File: config.mk
export PLATFORM = sky130hd
export DESIGN_NAME = linear_adsr_amplitude_envelope
export DESIGN_NICKNAME = d
export VERILOG_FILES = /design/src/rtl/ladsr_pkg.sv /design/src/rtl/ladsr_div.sv /design/src/rtl/ladsr_dp.sv /design/src/rtl/ladsr_ctrl.sv /design/src/rtl/linear_adsr_amplitude_envelope.sv
export SDC_FILE = /design/constraint.sdc
export NUM_CORES = 2
export LEC_CHECK = 0
export BUFFER_PORTS_ARGS = -buffer_cell sky130_fd_sc_hd__buf_2
export CORE_UTILIZATION = 60
export DETAILED_ROUTE_END_ITERATION = 8
export GPL_TIMING_DRIVEN = 0
export HOLD_SLACK_MARGIN = 0.1
export PLACE_DENSITY = 0.75
export SYNTH_ARGS = -nofsm -noshare
export SYNTH_HDL_FRONTEND = slang
export SYNTH_SLANG_ARGS = --single-unit
File: constraint.sdc
create_clock -name i_clk -period 20.4 [get_ports i_clk]
set_clock_uncertainty 0.1 [all_clocks]
set_input_delay 4.08 -clock i_clk [delete_from_list [all_inputs] [get_ports i_clk]]
set_output_delay 4.08 -clock i_clk [all_outputs]
set_load 0.005 [all_outputs]
File: src/rtl/ladsr_pkg.sv
// ============================================================================
// ladsr_pkg
// Shared types, constants and the time table for the linear ADSR envelope.
// ============================================================================
package ladsr_pkg;

    // Level format: unsigned, 1.0 = 2^LEVEL_FRAC_BITS
    localparam int LEVEL_FRAC_BITS    = 24;
    localparam int LEVEL_W            = LEVEL_FRAC_BITS + 1;
    localparam int TIME_TABLE_ENTRIES = 128;
    localparam int CODE_W             = 7;
    localparam int TICK_W             = 16;
    localparam int TICK_FRAC_BITS     = 8;
    localparam int MS_W               = 15;
    localparam int VEL_NUM_W          = 14;
    localparam int PROD_W             = LEVEL_W + TICK_W;
    localparam int DIV_W              = LEVEL_FRAC_BITS + VEL_NUM_W;
    localparam int CFG_INDEX_W        = 3;
    localparam int CFG_DATA_W         = 16;

    localparam logic [LEVEL_W-1:0]    ONE_LEVEL  = LEVEL_W'(1) << LEVEL_FRAC_BITS;
    localparam logic [CODE_W-1:0]     CODE_MAX   = 7'd127;
    localparam logic [VEL_NUM_W-1:0]  VEL_FULL   = 14'd16129;   // 127 * 127
    localparam logic [TICK_W-1:0]     Q8_ROUND   = 16'd255;

    localparam logic [CODE_W-1:0]     TIME_CODE_RESET = 7'd64;
    localparam logic [CODE_W-1:0]     SUSTAIN_RESET   = 7'd64;
    localparam logic [CODE_W-1:0]     SENS_RESET      = 7'd0;
    localparam logic [TICK_W-1:0]     TICK_RESET      = 16'd256;

    // Exponential duration table, milliseconds
    localparam logic [MS_W-1:0] MS_TABLE [TIME_TABLE_ENTRIES] = '{
        15'd1,     15'd8,     15'd16,    15'd25,    15'd34,    15'd44,    15'd53,    15'd63,
        15'd74,    15'd85,    15'd96,    15'd108,   15'd121,   15'd134,   15'd147,   15'd161,
        15'd175,   15'd191,   15'd206,   15'd223,   15'd240,   15'd257,   15'd276,   15'd295,
        15'd315,   15'd335,   15'd357,   15'd379,   15'd402,   15'd426,   15'd452,   15'd478,
        15'd505,   15'd533,   15'd563,   15'd593,   15'd625,   15'd658,   15'd693,   15'd729,
        15'd766,   15'd805,   15'd845,   15'd887,   15'd931,   15'd976,   15'd1023,  15'd1072,
        15'd1124,  15'd1177,  15'd1232,  15'd1289,  15'd1349,  15'd1412,  15'd1476,  15'd1544,
        15'd1614,  15'd1686,  15'd1762,  15'd1841,  15'd1923,  15'd2008,  15'd2097,  15'd2189,
        15'd2285,  15'd2385,  15'd2489,  15'd2596,  15'd2709,  15'd2826,  15'd2947,  15'd3073,
        15'd3205,  15'd3342,  15'd3484,  15'd3632,  15'd3786,  15'd3946,  15'd4112,  15'd4285,
        15'd4465,  15'd4653,  15'd4848,  15'd5050,  15'd5261,  15'd5480,  15'd5708,  15'd5946,
        15'd6193,  15'd6449,  15'd6716,  15'd6994,  15'd7283,  15'd7583,  15'd7896,  15'd8221,
        15'd8559,  15'd8911,  15'd9277,  15'd9657,  15'd10053, 15'd10465, 15'd10893, 15'd11338,
        15'd11802, 15'd12284, 15'd12785, 15'd13306, 15'd13849, 15'd14413, 15'd15000, 15'd15610,
        15'd16245, 15'd16905, 15'd17592, 15'd18306, 15'd19050, 15'd19823, 15'd20627, 15'd21463,
        15'd22333, 15'd23238, 15'd24179, 15'd25158, 15'd26176, 15'd27235, 15'd28337, 15'd29483
    };

    typedef enum logic [CFG_INDEX_W-1:0] {
        CFG_ATTACK  = 3'd0,
        CFG_DECAY   = 3'd1,
        CFG_SUSTAIN = 3'd2,
        CFG_RELEASE = 3'd3,
        CFG_SENS    = 3'd4,
        CFG_TICK    = 3'd5
    } t_cfg_index;

    typedef enum logic [1:0] {
        ACT_TICK     = 2'd0,
        ACT_NOTE_ON  = 2'd1,
        ACT_NOTE_OFF = 2'd2,
        ACT_NONE     = 2'd3
    } t_action;

    typedef enum logic [1:0] {
        PH_IDLE    = 2'd0,
        PH_ATTACK  = 2'd1,
        PH_DECAY   = 2'd2,
        PH_RELEASE = 2'd3
    } t_phase;

    typedef enum logic [1:0] {
        MUL_VEL  = 2'd0,
        MUL_SUS  = 2'd1,
        MUL_STEP = 2'd2
    } t_mul_sel;

    typedef enum logic [1:0] {
        DIV_PEAK = 2'd0,
        DIV_SUS  = 2'd1,
        DIV_STEP = 2'd2
    } t_div_sel;

    typedef struct packed {
        t_action           action;
        logic [CODE_W-1:0] velocity;
    } t_in_item;

    typedef struct packed {
        logic [LEVEL_W-1:0] amplitude;
        t_phase             phase;
    } t_out_item;

    typedef struct packed {
        logic [CODE_W-1:0] attack_code;
        logic [CODE_W-1:0] decay_code;
        logic [CODE_W-1:0] sustain_code;
        logic [CODE_W-1:0] release_code;
        logic [CODE_W-1:0] sens_code;
        logic [TICK_W-1:0] tick_period;
    } t_cfg;

    // Controller -> datapath
    typedef struct packed {
        logic     accept;
        logic     tick;
        logic     mul_en;
        t_mul_sel mul_sel;
        logic     div_start;
        t_div_sel div_sel;
        logic     peak_load;
        logic     sus_load;
        logic     off_load;
        logic     step_load;
        logic     out_load;
    } t_dp_cmd;

    // Datapath -> controller
    typedef struct packed {
        logic div_done;
        logic peak_hit;
    } t_dp_stat;

endpackage

File: src/rtl/ladsr_div.sv
// ============================================================================
// ladsr_div
// Restoring divider, one quotient bit per cycle, quotient and remainder out.
// ============================================================================
module ladsr_div (
    input  logic                         i_clk,
    input  logic                         i_rst_n,
    input  logic                         i_start,
    input  logic [ladsr_pkg::DIV_W-1:0]  i_num,
    input  logic [ladsr_pkg::MS_W-1:0]   i_den,
    output logic                         o_done,
    output logic [ladsr_pkg::DIV_W-1:0]  o_quo,
    output logic [ladsr_pkg::MS_W-1:0]   o_rem
);
    import ladsr_pkg::*;

    localparam int CNT_W = $clog2(DIV_W);

    logic               r_busy;
    logic               r_done;
    logic [CNT_W-1:0]   r_cnt;
    logic [DIV_W-1:0]   r_quo;
    logic [MS_W-1:0]    r_rem;
    logic [MS_W-1:0]    r_den;

    logic [MS_W:0]      n_shift;
    logic [MS_W:0]      n_diff;
    logic               n_fits;
    logic [MS_W-1:0]    n_rem;

    always_comb begin
        n_shift = {r_rem, r_quo[DIV_W-1]};
        n_diff  = n_shift - {1'b0, r_den};
        n_fits  = (n_shift >= {1'b0, r_den});
        n_rem   = n_fits ? n_diff[MS_W-1:0] : n_shift[MS_W-1:0];
    end

    always_ff @(posedge i_clk) begin
        if (!i_rst_n) begin
            r_busy <= 1'b0;
            r_done <= 1'b0;
            r_cnt  <= '0;
        end else if (i_start) begin
            r_busy <= 1'b1;
            r_done <= 1'b0;
            r_cnt  <= CNT_W'(DIV_W - 1);
        end else if (r_busy) begin
            if (r_cnt == '0) begin
                r_busy <= 1'b0;
                r_done <= 1'b1;
            end else begin
                r_cnt <= r_cnt - 1'b1;
            end
        end else begin
            r_done <= 1'b0;
        end
    end

    always_ff @(posedge i_clk) begin
        if (i_start) begin
            r_quo <= i_num;
            r_rem <= '0;
            r_den <= i_den;
        end else if (r_busy) begin
            r_quo <= {r_quo[DIV_W-2:0], n_fits};
            r_rem <= n_rem;
        end
    end

    assign o_done = r_done;
    assign o_quo  = r_quo;
    assign o_rem  = r_rem;

endmodule

File: src/rtl/ladsr_dp.sv
// ============================================================================
// ladsr_dp
// Envelope datapath: level state, shared multiplier, divider, result register.
// ============================================================================
module ladsr_dp (
    input  logic                  i_clk,
    input  logic                  i_rst_n,
    input  ladsr_pkg::t_cfg       i_cfg,
    input  ladsr_pkg::t_in_item   i_in,
    input  ladsr_pkg::t_dp_cmd    i_cmd,
    output ladsr_pkg::t_dp_stat   o_stat,
    output ladsr_pkg::t_out_item  o_out
);
    import ladsr_pkg::*;

    // envelope state
    logic [LEVEL_W-1:0] r_level;
    logic [LEVEL_W-1:0] r_target;
    logic [LEVEL_W-1:0] r_step;
    t_phase             r_phase;

    // working registers
    logic [CODE_W-1:0]  r_velocity;
    logic [LEVEL_W-1:0] r_diff;
    logic [CODE_W-1:0]  r_code;
    logic [PROD_W-1:0]  r_prod;
    t_out_item          r_out;

    logic [LEVEL_W-1:0] n_mul_a;
    logic [TICK_W-1:0]  n_mul_b;
    logic [PROD_W-1:0]  n_prod;
    logic [PROD_W:0]    n_round;
    logic [DIV_W-1:0]   n_div_num;
    logic [MS_W-1:0]    n_div_den;
    logic               div_done;
    logic [DIV_W-1:0]   div_quo;
    logic [MS_W-1:0]    div_rem;
    logic [LEVEL_W-1:0] n_quo_level;
    logic [DIV_W:0]     n_quo_up;
    logic [LEVEL_W-1:0] n_step_sat;
    logic [LEVEL_W:0]   n_attack_sum;
    logic [LEVEL_W-1:0] n_attack_lvl;
    logic               n_peak_hit;
    logic [LEVEL_W-1:0] n_gap;

    // shared multiplier operand select
    always_comb begin
        case (i_cmd.mul_sel)
            MUL_VEL: begin
                n_mul_a = LEVEL_W'(i_cfg.sens_code);
                n_mul_b = TICK_W'(CODE_MAX - r_velocity);
            end
            MUL_SUS: begin
                n_mul_a = r_target;
                n_mul_b = TICK_W'(i_cfg.sustain_code);
            end
            MUL_STEP: begin
                n_mul_a = r_diff;
                n_mul_b = i_cfg.tick_period;
            end
            default: begin
                n_mul_a = r_diff;
                n_mul_b = i_cfg.tick_period;
            end
        endcase
        n_prod = {{TICK_W{1'b0}}, n_mul_a} * {{LEVEL_W{1'b0}}, n_mul_b};
    end

    // divider operand select; Q8 tick is folded in by a ceiling shift first
    always_comb begin
        n_round = {1'b0, r_prod} + (PROD_W + 1)'(Q8_ROUND);
        case (i_cmd.div_sel)
            DIV_PEAK: begin
                n_div_num = {VEL_FULL - r_prod[VEL_NUM_W-1:0], {LEVEL_FRAC_BITS{1'b0}}};
                n_div_den = MS_W'(VEL_FULL);
            end
            DIV_SUS: begin
                n_div_num = DIV_W'(r_prod[LEVEL_W+CODE_W-1:0]);
                n_div_den = MS_W'(CODE_MAX);
            end
            DIV_STEP: begin
                n_div_num = DIV_W'(n_round[PROD_W:TICK_FRAC_BITS]);
                n_div_den = MS_TABLE[r_code];
            end
            default: begin
                n_div_num = DIV_W'(n_round[PROD_W:TICK_FRAC_BITS]);
                n_div_den = MS_TABLE[r_code];
            end
        endcase
    end

    ladsr_div u_div (
        .i_clk   (i_clk),
        .i_rst_n (i_rst_n),
        .i_start (i_cmd.div_start),
        .i_num   (n_div_num),
        .i_den   (n_div_den),
        .o_done  (div_done),
        .o_quo   (div_quo),
        .o_rem   (div_rem)
    );

    // step = ceil(quotient), saturated to one
    always_comb begin
        n_quo_level = div_quo[LEVEL_W-1:0];
        n_quo_up    = {1'b0, div_quo} + (DIV_W + 1)'(div_rem != '0);
        n_step_sat  = (n_quo_up > (DIV_W + 1)'(ONE_LEVEL)) ? ONE_LEVEL
                                                           : n_quo_up[LEVEL_W-1:0];
    end

    // tick arithmetic
    always_comb begin
        n_attack_sum = {1'b0, r_level} + {1'b0, r_step};
        n_attack_lvl = (n_attack_sum > {1'b0, ONE_LEVEL}) ? ONE_LEVEL
                                                           : n_attack_sum[LEVEL_W-1:0];
        n_peak_hit   = (r_phase == PH_ATTACK) && (n_attack_lvl >= r_target);
        n_gap        = r_level - r_target;
    end

    always_ff @(posedge i_clk) begin
        if (!i_rst_n) begin
            r_level  <= '0;
            r_target <= '0;
            r_step   <= '0;
            r_phase  <= PH_IDLE;
        end else begin
            if (i_cmd.tick) begin
                case (r_phase)
                    PH_ATTACK: begin
                        r_level <= n_peak_hit ? r_target : n_attack_lvl;
                    end
                    PH_DECAY: begin
                        if (r_level > r_target) begin
                            r_level <= (n_gap > r_step) ? r_level - r_step : r_target;
                        end
                    end
                    PH_RELEASE: begin
                        if (r_level != '0) begin
                            r_level <= (r_level > r_step) ? r_level - r_step : '0;
                        end else begin
                            r_phase <= PH_IDLE;
                        end
                    end
                    default: begin
                    end
                endcase
            end
            if (i_cmd.peak_load) begin
                r_target <= n_quo_level;
                r_level  <= '0;
                r_phase  <= PH_ATTACK;
            end
            if (i_cmd.sus_load) begin
                r_target <= n_quo_level;
                r_phase  <= PH_DECAY;
            end
            if (i_cmd.off_load) begin
                r_target <= '0;
                r_phase  <= PH_RELEASE;
            end
            if (i_cmd.step_load) begin
                r_step <= n_step_sat;
            end
        end
    end

    always_ff @(posedge i_clk) begin
        if (i_cmd.accept) begin
            r_velocity <= i_in.velocity;
        end
        if (i_cmd.mul_en) begin
            r_prod <= n_prod;
        end
        if (i_cmd.peak_load) begin
            r_diff <= n_quo_level;
            r_code <= i_cfg.attack_code;
        end
        if (i_cmd.sus_load) begin
            r_diff <= r_level - n_quo_level;
            r_code <= i_cfg.decay_code;
        end
        if (i_cmd.off_load) begin
            r_diff <= r_level;
            r_code <= i_cfg.release_code;
        end
        if (i_cmd.out_load) begin
            r_out.amplitude <= r_level;
            r_out.phase     <= r_phase;
        end
    end

    assign o_stat.div_done = div_done;
    assign o_stat.peak_hit = n_peak_hit;
    assign o_out           = r_out;

    // level stays inside [0, 1.0]
    a_level_range: assert property (@(posedge i_clk) disable iff (!i_rst_n)
        r_level <= ONE_LEVEL)
        else $error("level above full scale");

endmodule

File: src/rtl/ladsr_ctrl.sv
// ============================================================================
// ladsr_ctrl
// Sequencer: walks items through any multiply and divide steps, owns handshakes.
// ============================================================================
module ladsr_ctrl (
    input  logic                 i_clk,
    input  logic                 i_rst_n,
    input  logic                 i_in_valid,
    input  ladsr_pkg::t_action   i_action,
    output logic                 o_in_ready,
    output logic                 o_out_valid,
    input  logic                 i_out_ready,
    output ladsr_pkg::t_dp_cmd   o_cmd,
    input  ladsr_pkg::t_dp_stat  i_stat
);
    import ladsr_pkg::*;

    typedef enum logic [9:0] {
        S_IDLE     = 10'b00_0000_0001,
        S_TICK     = 10'b00_0000_0010,
        S_OFF      = 10'b00_0000_0100,
        S_VEL_MUL  = 10'b00_0000_1000,
        S_PEAK_DIV = 10'b00_0001_0000,
        S_SUS_MUL  = 10'b00_0010_0000,
        S_SUS_DIV  = 10'b00_0100_0000,
        S_STEP_MUL = 10'b00_1000_0000,
        S_STEP_DIV = 10'b01_0000_0000,
        S_RESULT   = 10'b10_0000_0000
    } t_state;

    t_state  r_state;
    t_state  n_state;
    logic    r_div_wait;
    logic    n_div_wait;
    logic    r_out_valid;
    logic    slot_free;
    t_dp_cmd n_cmd;

    assign slot_free = !r_out_valid || i_out_ready;

    always_comb begin
        n_state    = r_state;
        n_div_wait = r_div_wait;
        n_cmd      = '0;
        case (r_state)
            S_IDLE: begin
                if (i_in_valid) begin
                    n_cmd.accept = 1'b1;
                    case (i_action)
                        ACT_TICK:     n_state = S_TICK;
                        ACT_NOTE_ON:  n_state = S_VEL_MUL;
                        ACT_NOTE_OFF: n_state = S_OFF;
                        default:      n_state = S_RESULT;
                    endcase
                end
            end
            S_TICK: begin
                n_cmd.tick = 1'b1;
                n_state    = i_stat.peak_hit ? S_SUS_MUL : S_RESULT;
            end
            S_OFF: begin
                n_cmd.off_load = 1'b1;
                n_state        = S_STEP_MUL;
            end
            S_VEL_MUL: begin
                n_cmd.mul_en  = 1'b1;
                n_cmd.mul_sel = MUL_VEL;
                n_state       = S_PEAK_DIV;
            end
            S_PEAK_DIV: begin
                n_cmd.div_sel = DIV_PEAK;
                if (!r_div_wait) begin
                    n_cmd.div_start = 1'b1;
                    n_div_wait      = 1'b1;
                end else if (i_stat.div_done) begin
                    n_cmd.peak_load = 1'b1;
                    n_div_wait      = 1'b0;
                    n_state         = S_STEP_MUL;
                end
            end
            S_SUS_MUL: begin
                n_cmd.mul_en  = 1'b1;
                n_cmd.mul_sel = MUL_SUS;
                n_state       = S_SUS_DIV;
            end
            S_SUS_DIV: begin
                n_cmd.div_sel = DIV_SUS;
                if (!r_div_wait) begin
                    n_cmd.div_start = 1'b1;
                    n_div_wait      = 1'b1;
                end else if (i_stat.div_done) begin
                    n_cmd.sus_load = 1'b1;
                    n_div_wait     = 1'b0;
                    n_state        = S_STEP_MUL;
                end
            end
            S_STEP_MUL: begin
                n_cmd.mul_en  = 1'b1;
                n_cmd.mul_sel = MUL_STEP;
                n_state       = S_STEP_DIV;
            end
            S_STEP_DIV: begin
                n_cmd.div_sel = DIV_STEP;
                if (!r_div_wait) begin
                    n_cmd.div_start = 1'b1;
                    n_div_wait      = 1'b1;
                end else if (i_stat.div_done) begin
                    n_cmd.step_load = 1'b1;
                    n_div_wait      = 1'b0;
                    n_state         = S_RESULT;
                end
            end
            S_RESULT: begin
                if (slot_free) begin
                    n_cmd.out_load = 1'b1;
                    n_state        = S_IDLE;
                end
            end
            default: begin
                n_state    = S_IDLE;
                n_div_wait = 1'b0;
            end
        endcase
    end

    always_ff @(posedge i_clk) begin
        if (!i_rst_n) begin
            r_state     <= S_IDLE;
            r_div_wait  <= 1'b0;
            r_out_valid <= 1'b0;
        end else begin
            r_state    <= n_state;
            r_div_wait <= n_div_wait;
            if (n_cmd.out_load) begin
                r_out_valid <= 1'b1;
            end else if (i_out_ready) begin
                r_out_valid <= 1'b0;
            end
        end
    end

    assign o_in_ready  = (r_state == S_IDLE);
    assign o_out_valid = r_out_valid;
    assign o_cmd       = n_cmd;

    // divider finishes only while a divide step waits on it
    a_done_in_div: assert property (@(posedge i_clk) disable iff (!i_rst_n)
        i_stat.div_done |-> (r_div_wait &&
            (r_state == S_PEAK_DIV || r_state == S_SUS_DIV || r_state == S_STEP_DIV)))
        else $error("divider done outside a divide step");

    // a loaded result is presented on the next cycle
    a_result_shown: assert property (@(posedge i_clk) disable iff (!i_rst_n)
        n_cmd.out_load |=> o_out_valid)
        else $error("result load not presented");

    // one item in flight: no new item right after an accept
    a_one_in_flight: assert property (@(posedge i_clk) disable iff (!i_rst_n)
        (i_in_valid && o_in_ready) |=> !o_in_ready)
        else $error("second item taken while busy");

endmodule

File: src/rtl/linear_adsr_amplitude_envelope.sv
// ============================================================================
// linear_adsr_amplitude_envelope
// Linear ADSR amplitude envelope with velocity-scaled peak and time table.
// ============================================================================
// One item in, one result out, one item in flight at a time. A timer tick
// goes from its tick step straight to the result, except the tick on which
// the attack reaches its peak, which computes the sustain level and the decay
// step (sustain divide, then step divide). A note-on runs a peak divide, then
// a step divide, and a note-off a step divide only. How long an item takes is
// set by the shared restoring divider, which retires one quotient bit per
// cycle over a 38-bit dividend. A finished result sits in an
// output register, so the next item can be accepted while it waits.
// Amplitude is unsigned with 1.0 = 2^24; phase is 0 idle, 1 attack, 2 decay or
// sustain, 3 release. Configuration: index 0 attack time code, 1 decay time
// code, 2 sustain code, 3 release time code, 4 velocity sensitivity code,
// 5 tick period (ms, Q8.8); writes to other indexes are dropped. The port is
// always ready; write it only while no item is in flight.
// ============================================================================
module linear_adsr_amplitude_envelope (
    input  logic                                  i_clk,
    input  logic                                  i_rst_n,
    // item input
    input  logic                                  i_in_valid,
    output logic                                  o_in_ready,
    input  ladsr_pkg::t_in_item                   i_in,
    // result output
    output logic                                  o_out_valid,
    input  logic                                  i_out_ready,
    output ladsr_pkg::t_out_item                  o_out,
    // configuration writes
    input  logic                                  i_cfg_valid,
    output logic                                  o_cfg_ready,
    input  logic [ladsr_pkg::CFG_INDEX_W-1:0]     i_cfg_index,
    input  logic [ladsr_pkg::CFG_DATA_W-1:0]      i_cfg_data
);
    import ladsr_pkg::*;

    t_cfg     r_cfg;
    t_dp_cmd  cmd;
    t_dp_stat stat;

    // configuration registers; codes keep the low 7 bits of the write data
    always_ff @(posedge i_clk) begin
        if (!i_rst_n) begin
            r_cfg.attack_code  <= TIME_CODE_RESET;
            r_cfg.decay_code   <= TIME_CODE_RESET;
            r_cfg.sustain_code <= SUSTAIN_RESET;
            r_cfg.release_code <= TIME_CODE_RESET;
            r_cfg.sens_code    <= SENS_RESET;
            r_cfg.tick_period  <= TICK_RESET;
        end else if (i_cfg_valid) begin
            case (i_cfg_index)
                CFG_ATTACK:  r_cfg.attack_code  <= i_cfg_data[CODE_W-1:0];
                CFG_DECAY:   r_cfg.decay_code   <= i_cfg_data[CODE_W-1:0];
                CFG_SUSTAIN: r_cfg.sustain_code <= i_cfg_data[CODE_W-1:0];
                CFG_RELEASE: r_cfg.release_code <= i_cfg_data[CODE_W-1:0];
                CFG_SENS:    r_cfg.sens_code    <= i_cfg_data[CODE_W-1:0];
                CFG_TICK:    r_cfg.tick_period  <= i_cfg_data[TICK_W-1:0];
                default: begin
                end
            endcase
        end
    end

    assign o_cfg_ready = 1'b1;

    // sequencer: handshakes and step order
    ladsr_ctrl u_ctrl (
        .i_clk       (i_clk),
        .i_rst_n     (i_rst_n),
        .i_in_valid  (i_in_valid),
        .i_action    (i_in.action),
        .o_in_ready  (o_in_ready),
        .o_out_valid (o_out_valid),
        .i_out_ready (i_out_ready),
        .o_cmd       (cmd),
        .i_stat      (stat)
    );

    // envelope arithmetic and result register
    ladsr_dp u_dp (
        .i_clk   (i_clk),
        .i_rst_n (i_rst_n),
        .i_cfg   (r_cfg),
        .i_in    (i_in),
        .i_cmd   (cmd),
        .o_stat  (stat),
        .o_out   (o_out)
    );

endmodule
* After elaboration in Yosys (flattened, before gate mapping)
Memories as Yosys holds them, arrays and structs flattened. Index checks and enable logic that the tools add are counted.
Storage, ports and cells: register bits after elaboration 323, bits in read-only memories 1920, input bits 33, logic and storage cells 181, memories 1
Operators by class: $add $sub $neg 10, multipliers 1, magnitude comparators 8, equal/unequal tests 32, muxes and demuxes 64, bitwise gates (word level) 4, reductions and logical operators 35
Memory list:
- (name not given) | words 128, bits a word 15, rd ports 1, clocked after Yosys merged registers in 0, write ports 0, line ladsr_dp.sv:83 | n_div_den = MS_TABLE[r_code];
Operators with widths (count):
- $mux W25 | 11
- $pmux W10 S9 | 1
- $mux W38 | 2
- $pmux W38 S2 | 1
- $gt A25 B25 Y1 | 3
- $pmux W25 S3 | 1
- $sub A25 B25 Y25 | 3
- $mux W10 | 7
- $pmux W25 S2 | 1
- $mux W15 | 3
- $add A41 B8 Y42 const B | 1
- $mul A25 B16 Y41 | 1
- $add A38 B1 Y39 | 1
- $gt A39 B25 Y1 const B | 1
- $pmux W16 S2 | 1
- $pmux W10 S3 | 1
- $pmux W15 S2 | 1
- $add A25 B25 Y26 | 1
- $gt A26 B25 Y1 const B | 1
- $ge A25 B25 Y1 | 1
- $reduce_bool A25 Y1 | 1
- $mux W7 | 3
- $mux W1 | 19
- $mux W6 | 3
- 46 further kinds | 85

* Longest topological paths before layout
depth in word-level cells 7, depth in mapped cells 33, depth with buffers taken out 30

* Modules after synthesis
Synthesis repeated with hierarchy kept, for this count alone.
Unflattened totals: cell total of the unflattened synthesis 4567, area total of the unflattened synthesis 38285.5 µm²
By module, submodules not included:
- ladsr_dp | times used 1, cells an instance 3895, area each 31206.2 µm²
- ladsr_div | times used 1, cells an instance 367, area each 4226.6 µm²
- linear_adsr_amplitude_envelope | times used 1, cells an instance 193, area each 1950.6 µm²
- ladsr_ctrl | times used 1, cells an instance 112, area each 902.1 µm²

* Least setup slack after synthesis
OpenSTA, ideal clock, no wires.
path type register -> register, from register u_ctrl.r_state[6], to register u_dp.r_prod[39], data pin, arrival 7.772 ns, slack 12.270 ns, cell stages (with the launch flop) 32, path buffers 4, clock period less this slack 8.130 ns, cell sequence dfxtp_1 > nor2_1 > and3_1 > clkbuf_1 > and4b_1 > clkbuf_1 > nor2_1 > clkbuf_1 > a21oi_1 > clkbuf_1 > nand2_1 > fa_1 > inv_1 > fa_1 > inv_1 > fa_1 > inv_1 > fa_1 > fa_1 > inv_1 > fa_1 > inv_1 > ha_1 > a21o_1 > a21oi_1 > a21boi_0 > o21ai_0 > a32oi_1 > a31oi_1 > a22o_1 > o41a_1 > xor2_1
Between the ends: word-level cells in the longest chain between the ends 5
Ends and longest elaborated chain:
- from (decl) | line ladsr_ctrl.sv:31 | t_state r_state;
- from (signal assigned) | line ladsr_ctrl.sv:132 | r_state <= n_state;
- $eq A10 B8 Y1, or another cell as far along | line ladsr_ctrl.sv:45 | case (r_state)
- $pmux W3 S3 (*) | line ladsr_ctrl.sv:45
- $eq A2 B1 Y1 / $logic_not A2 Y1 (equally long branches) | line ladsr_dp.sv:48 | case (i_cmd.mul_sel)
- $pmux W25 S2 / $pmux W16 S2 (equally long branches) | line ladsr_dp.sv:48
- $mul A25 B16 Y41 (*) | line ladsr_dp.sv:66 | n_prod = {{TICK_W{1'b0}}, n_mul_a} * {{LEVEL_W{1'b0}}, n_mul_b};
- net u_dp.n_prod[39] | line ladsr_dp.sv:31 | logic [PROD_W-1:0] n_prod;
- to (signal assigned) | line ladsr_dp.sv:172 | r_prod <= n_prod;
- to (decl) | line ladsr_dp.sv:26 | logic [PROD_W-1:0] r_prod;
Mark *: on every way through the listed nets, which the timed path passes. The rest lies on a longest branch. A chain may end at the register's enable or synchronous reset.

* Final worst setup path
Same ends and word-level chain as after synthesis.

==> impl_metrics.prom <==
# TYPE chip_impl_metric gauge
chip_impl_metric{name="via_per_inst",unit=""} 6.65
chip_impl_metric{name="postSynthAreaPerCell",unit="sq um"} 8.21
chip_impl_info{name="hold_path_class",value="flip-flop to flip-flop"} 1
chip_impl_metric{name="synth_enable_flop_cells",unit=""} 160
chip_impl_metric{name="cp_num_buf_inv",unit=""} 8
chip_impl_metric{name="critical_path_arrival",unit="ns"} 10.62
chip_impl_metric{name="multiInputGateArea",unit="sq um"} 26100
chip_impl_metric{name="power.density",unit="nW/um^2"} 41.1
chip_impl_metric{name="cts_post_setup_buffers_inserted",unit=""} 0
chip_impl_metric{name="n_fill_cell",unit=""} 5299
chip_impl_metric{name="pin_count_of_the_biggest_net_entering_global_routing",unit=""} 42
chip_impl_info{name="cts_tree",value="built"} 1
chip_impl_info{name="synth_ff_type",value="sky130_fd_sc_hd__dfxtp_1"} 1
chip_impl_metric{name="grt_pass1_vias",unit=""} 34095
chip_impl_info{name="crit-reg2reg-capture",value="u_dp.r_prod[39]"} 1
chip_impl_metric{name="synth.cell_area",unit="sq um"} 37000
chip_impl_metric{name="fin_setup_tns",unit="ns"} 0
chip_impl_info{name="path_common_cell",value="sky130_fd_sc_hd__fa_1"} 1
chip_impl_info{name="startpoint_type",value="flip-flop"} 1
chip_impl_metric{name="fp.coreArea",unit="sq um"} 60700
chip_impl_metric{name="area.growth.synth_to_final",unit="%"} 7.03
chip_impl_info{name="commonest_non_fill_non_tap_cell_in_the_layout",value="sky130_fd_sc_hd__nand2_1"} 1
chip_impl_metric{name="dpl_worst_slack",unit="ns"} 10.35
chip_impl_metric{name="grt_antenna_before_repair",unit=""} 2
chip_impl_metric{name="routedWlPerCell",unit="microns"} 26.4
chip_impl_info{name="critical_path.slowest_cell",value="sky130_fd_sc_hd__a21oi_1"} 1
chip_impl_metric{name="timing_hold_violations_final",unit=""} 0
chip_impl_metric{name="worst-path-stages",unit=""} 30
chip_impl_metric{name="worstPathMaxFanout",unit=""} 10
chip_impl_info{name="crit-reg2reg-launch",value="u_ctrl.r_state[6]"} 1
chip_impl_metric{name="detail_route.first_pass.iterations",unit=""} 6
chip_impl_metric{name="depth_of_the_cts_h_tree",unit=""} 2
chip_impl_metric{name="global_route_wire_length_before_repair",unit="microns"} 213000
chip_impl_metric{name="finish.utilization",unit=""} 0.653
chip_impl_metric{name="yosys_warnings",unit=""} 0
chip_impl_info{name="grt_setup_unrepaired",value="no"} 1
chip_impl_metric{name="reg2regPathDepth",unit=""} 30
chip_impl_metric{name="timing.reg2reg.setup_slack",unit="ns"} 9.99
chip_impl_metric{name="gp_congestion",unit=""} 1.05
chip_impl_metric{name="cts_made_buffers",unit=""} 38
chip_impl_metric{name="power_leakage",unit="nW"} 17.0
chip_impl_info{name="critPathTopFamily",value="adder cells"} 1
chip_impl_metric{name="setup_violations",unit=""} 0
chip_impl_metric{name="dieArea",unit="sq um"} 62700
chip_impl_metric{name="pins_over_their_slew_limit",unit=""} 0
chip_impl_metric{name="grt_overflow",unit=""} 0
chip_impl_info{name="most-common-layout-cells",value="sky130_fd_sc_hd__nand2_1, sky130_fd_sc_hd__inv_1, sky130_fd_sc_hd__nor2_1, sky130_fd_sc_hd__fa_1, sky130_fd_sc_hd__a21oi_1"} 1
chip_impl_metric{name="pin_count",unit=""} 63
chip_impl_metric{name="yosysUniqueCellTypes",unit=""} 88
chip_impl_metric{name="ctsLongestPathBuffers",unit=""} 3
chip_impl_metric{name="synthesis.instances",unit=""} 4509
chip_impl_metric{name="post_route_fraction_of_the_period_consumed_by_the_critical_path",unit=""} 0.510
chip_impl_metric{name="cap_viol_max_count",unit=""} 0
chip_impl_metric{name="worst_ep_required_time",unit="ns"} 20.61
chip_impl_info{name="synth_area_leader_cell",value="sky130_fd_sc_hd__fa_1"} 1
chip_impl_metric{name="routed-via-count",unit=""} 36056
chip_impl_info{name="critPathLaunch",value="u_ctrl.r_state[6]"} 1
chip_impl_metric{name="clkLatencyLatePin",unit="ns"} 0.57
chip_impl_metric{name="die_width",unit="microns"} 250
chip_impl_metric{name="synth-async-reset-ratio",unit=""} 0
chip_impl_metric{name="fraction_of_post_synthesis_cell_area_in_the_top_cell_type_by_area",unit=""} 0.176
chip_impl_metric{name="die_h",unit="microns"} 250
chip_impl_metric{name="route.final.wire_length",unit="microns"} 143000
chip_impl_metric{name="initial_utilization",unit=""} 0.610
chip_impl_metric{name="ir_drop",unit="mV"} 0.0531
chip_impl_metric{name="row_count",unit=""} 90
chip_impl_metric{name="fmaxAchievable",unit="GHz"} 0.0960
chip_impl_info{name="yosys-top-cells-area",value="sky130_fd_sc_hd__fa_1, sky130_fd_sc_hd__edfxtp_1, sky130_fd_sc_hd__ha_1"} 1
chip_impl_metric{name="place_hpwl",unit="microns"} 114000
chip_impl_metric{name="cts.clk_slew.worst_paths",unit="ns"} 0.06
chip_impl_metric{name="post_cts_hold_buffer_count",unit=""} 0
chip_impl_metric{name="period_minus_slack",unit="ns"} 10.41
chip_impl_metric{name="first_iter_violations",unit=""} 5178
chip_impl_metric{name="regArea",unit="sq um"} 8070
chip_impl_metric{name="worst_hold_slack",unit="ns"} 0.371
chip_impl_metric{name="post_synthesis_net_count",unit=""} 5164
chip_impl_metric{name="detail_route.drc_violations",unit=""} 0
chip_impl_info{name="setup.worst_path.class",value="flip-flop to flip-flop"} 1
chip_impl_metric{name="yosysSeqAreaShare",unit=""} 0.218
chip_impl_metric{name="cts_num_sinks",unit=""} 323
chip_impl_metric{name="route.antenna.remaining_nets",unit=""} 0
chip_impl_metric{name="grt_usage",unit=""} 0.455
chip_impl_metric{name="io_buffers",unit=""} 60
chip_impl_metric{name="final_nets",unit=""} 5268
chip_impl_metric{name="synth-seq-cells",unit=""} 323
chip_impl_metric{name="insertedDiodeCount",unit=""} 0
chip_impl_metric{name="relSlewSlack",unit=""} 0.0491
chip_impl_metric{name="cts_resized",unit=""} 0
chip_impl_metric{name="max_stage_delay",unit="ns"} 0.86
chip_impl_metric{name="drive_above_1_share",unit=""} 0.0396
chip_impl_info{name="status",value="completed"} 1
chip_impl_info{name="clk_root_buffer_cell",value="sky130_fd_sc_hd__clkbuf_16"} 1
chip_impl_metric{name="finalWorstSetupSlack",unit="ns"} 9.99
chip_impl_info{name="crit_path_end",value="u_dp.r_prod[39]"} 1
chip_impl_metric{name="worst_pin_slew",unit="ns"} 1.43
chip_impl_metric{name="finalPower",unit="W"} 0.00163
chip_impl_info{name="critPathCaptureType",value="flip-flop"} 1
per-stage QoR:
step,instances,cell area [sq um]
after CTS,5423,39600
after global routing,5424,39600
after global placement,5351,38300
after floorplan,4509,37000
final,5424,39600
after detailed placement,5354,38400
worst register-to-register path, delay by kind of cell (launching register included):
kind	cells	cell delay [ns]
AO/OA/AOI/OAI	8	2.76
flip-flops	1	0.36
AND/OR/NAND/NOR	6	1.34
buffers and inverters	8	1.95
adder cells (fa/ha/maj)	7	3.47
XOR/XNOR	1	0.15
power breakdown:
part	internal, W	switching [W]	leakage [nW]
registers	0.000693	0.0000156	2.79
clock network	0.000393	0.000302	0.613
logic	0.0000808	0.000145	13.6
cells in the mapped netlist, types with 26 or more instances:
cell type,n
sky130_fd_sc_hd__edfxtp_1,160
sky130_fd_sc_hd__a31oi_1,40
sky130_fd_sc_hd__mux2i_1,52
sky130_fd_sc_hd__xor2_1,46
sky130_fd_sc_hd__nor3_1,72
sky130_fd_sc_hd__and3_1,34
sky130_fd_sc_hd__fa_1,325
sky130_fd_sc_hd__nand4_1,44
sky130_fd_sc_hd__nand2_1,604
sky130_fd_sc_hd__and2_1,32
sky130_fd_sc_hd__nor2b_1,69
sky130_fd_sc_hd__dfxtp_1,163
sky130_fd_sc_hd__a21boi_0,30
sky130_fd_sc_hd__ha_1,297
sky130_fd_sc_hd__nand3_1,77
sky130_fd_sc_hd__clkbuf_1,200
sky130_fd_sc_hd__a211oi_1,40
sky130_fd_sc_hd__a22oi_1,26
sky130_fd_sc_hd__a21o_1,53
sky130_fd_sc_hd__o22ai_1,30
sky130_fd_sc_hd__nor4_1,38
sky130_fd_sc_hd__nand2b_1,29
sky130_fd_sc_hd__o21a_1,34
sky130_fd_sc_hd__a221oi_1,43
sky130_fd_sc_hd__inv_1,526
sky130_fd_sc_hd__o21ai_0,213
sky130_fd_sc_hd__xnor2_1,154
sky130_fd_sc_hd__nor2_1,425
sky130_fd_sc_hd__a21oi_1,318
cell type report:
class                   count  area share
plain buffers             223      0.0217
clock buffers              51      0.0276
clock inverters            18     0.00382
inverters                 531      0.0503
multi-input cells        3432       0.659
flip-flops and latches    323       0.204
well taps                 782      0.0247
repair buffers             64     0.00909
flip-flops by register name, summed over array words and instances, names as in the netlist:
register and cells:
r_cfg 51, u_dp.r_prod 41, u_dp.u_div.o_quo 38, u_dp.o_out 27, u_dp.r_diff 25, u_dp.r_level 25, u_dp.r_step 25, u_dp.r_target 25
u_dp.u_div.o_rem 15, u_dp.u_div.r_den 15, u_ctrl.r_state 10, u_dp.r_code 7, u_dp.r_velocity 7, u_dp.u_div.r_cnt 6, u_dp.r_phase 2, u_ctrl.o_out_valid 1
u_ctrl.r_div_wait 1, u_dp.u_div.o_done 1, u_dp.u_div.r_busy 1
worst min path at each step:
stage,startpoint,end,slack [ns],depth (start not counted)
after detailed placement,r_cfg[9],r_cfg[9],0.36,2
after CTS,r_cfg[0],r_cfg[0],0.37,2
after floorplan,u_dp.r_phase[1],u_dp.o_out[1],0.31,0
after global routing,r_cfg[1],r_cfg[1],0.40,2
after global placement,r_cfg[9],r_cfg[9],0.35,2
final,r_cfg[2],r_cfg[2],0.37,2
kinds of logic after synthesis:
kind of cell               count (synthesis)  share of synthesized area
buffers and inverters                    754                     0.0770
xor gates and xnor gates                 200                     0.0473
other                                      1                   0.000101
DFF                                      323                      0.218
muxes                                     60                     0.0177
AOI/OAI and AO/OA                       1025                      0.177
and+or+nand+nor                         1524                      0.187
adders and majority gates                622                      0.276
per-layer routing:
layer  vias to the layer above  track usage  share of wire
met5                         -            0              0
met4                         0        0.274          0.073
met3                       608       0.0983           0.13
met2                      2573        0.687           0.43
met1                     17252        0.600           0.37
li1                      15623            -              -
Note: power is estimated with default switching activity, not from simulation.
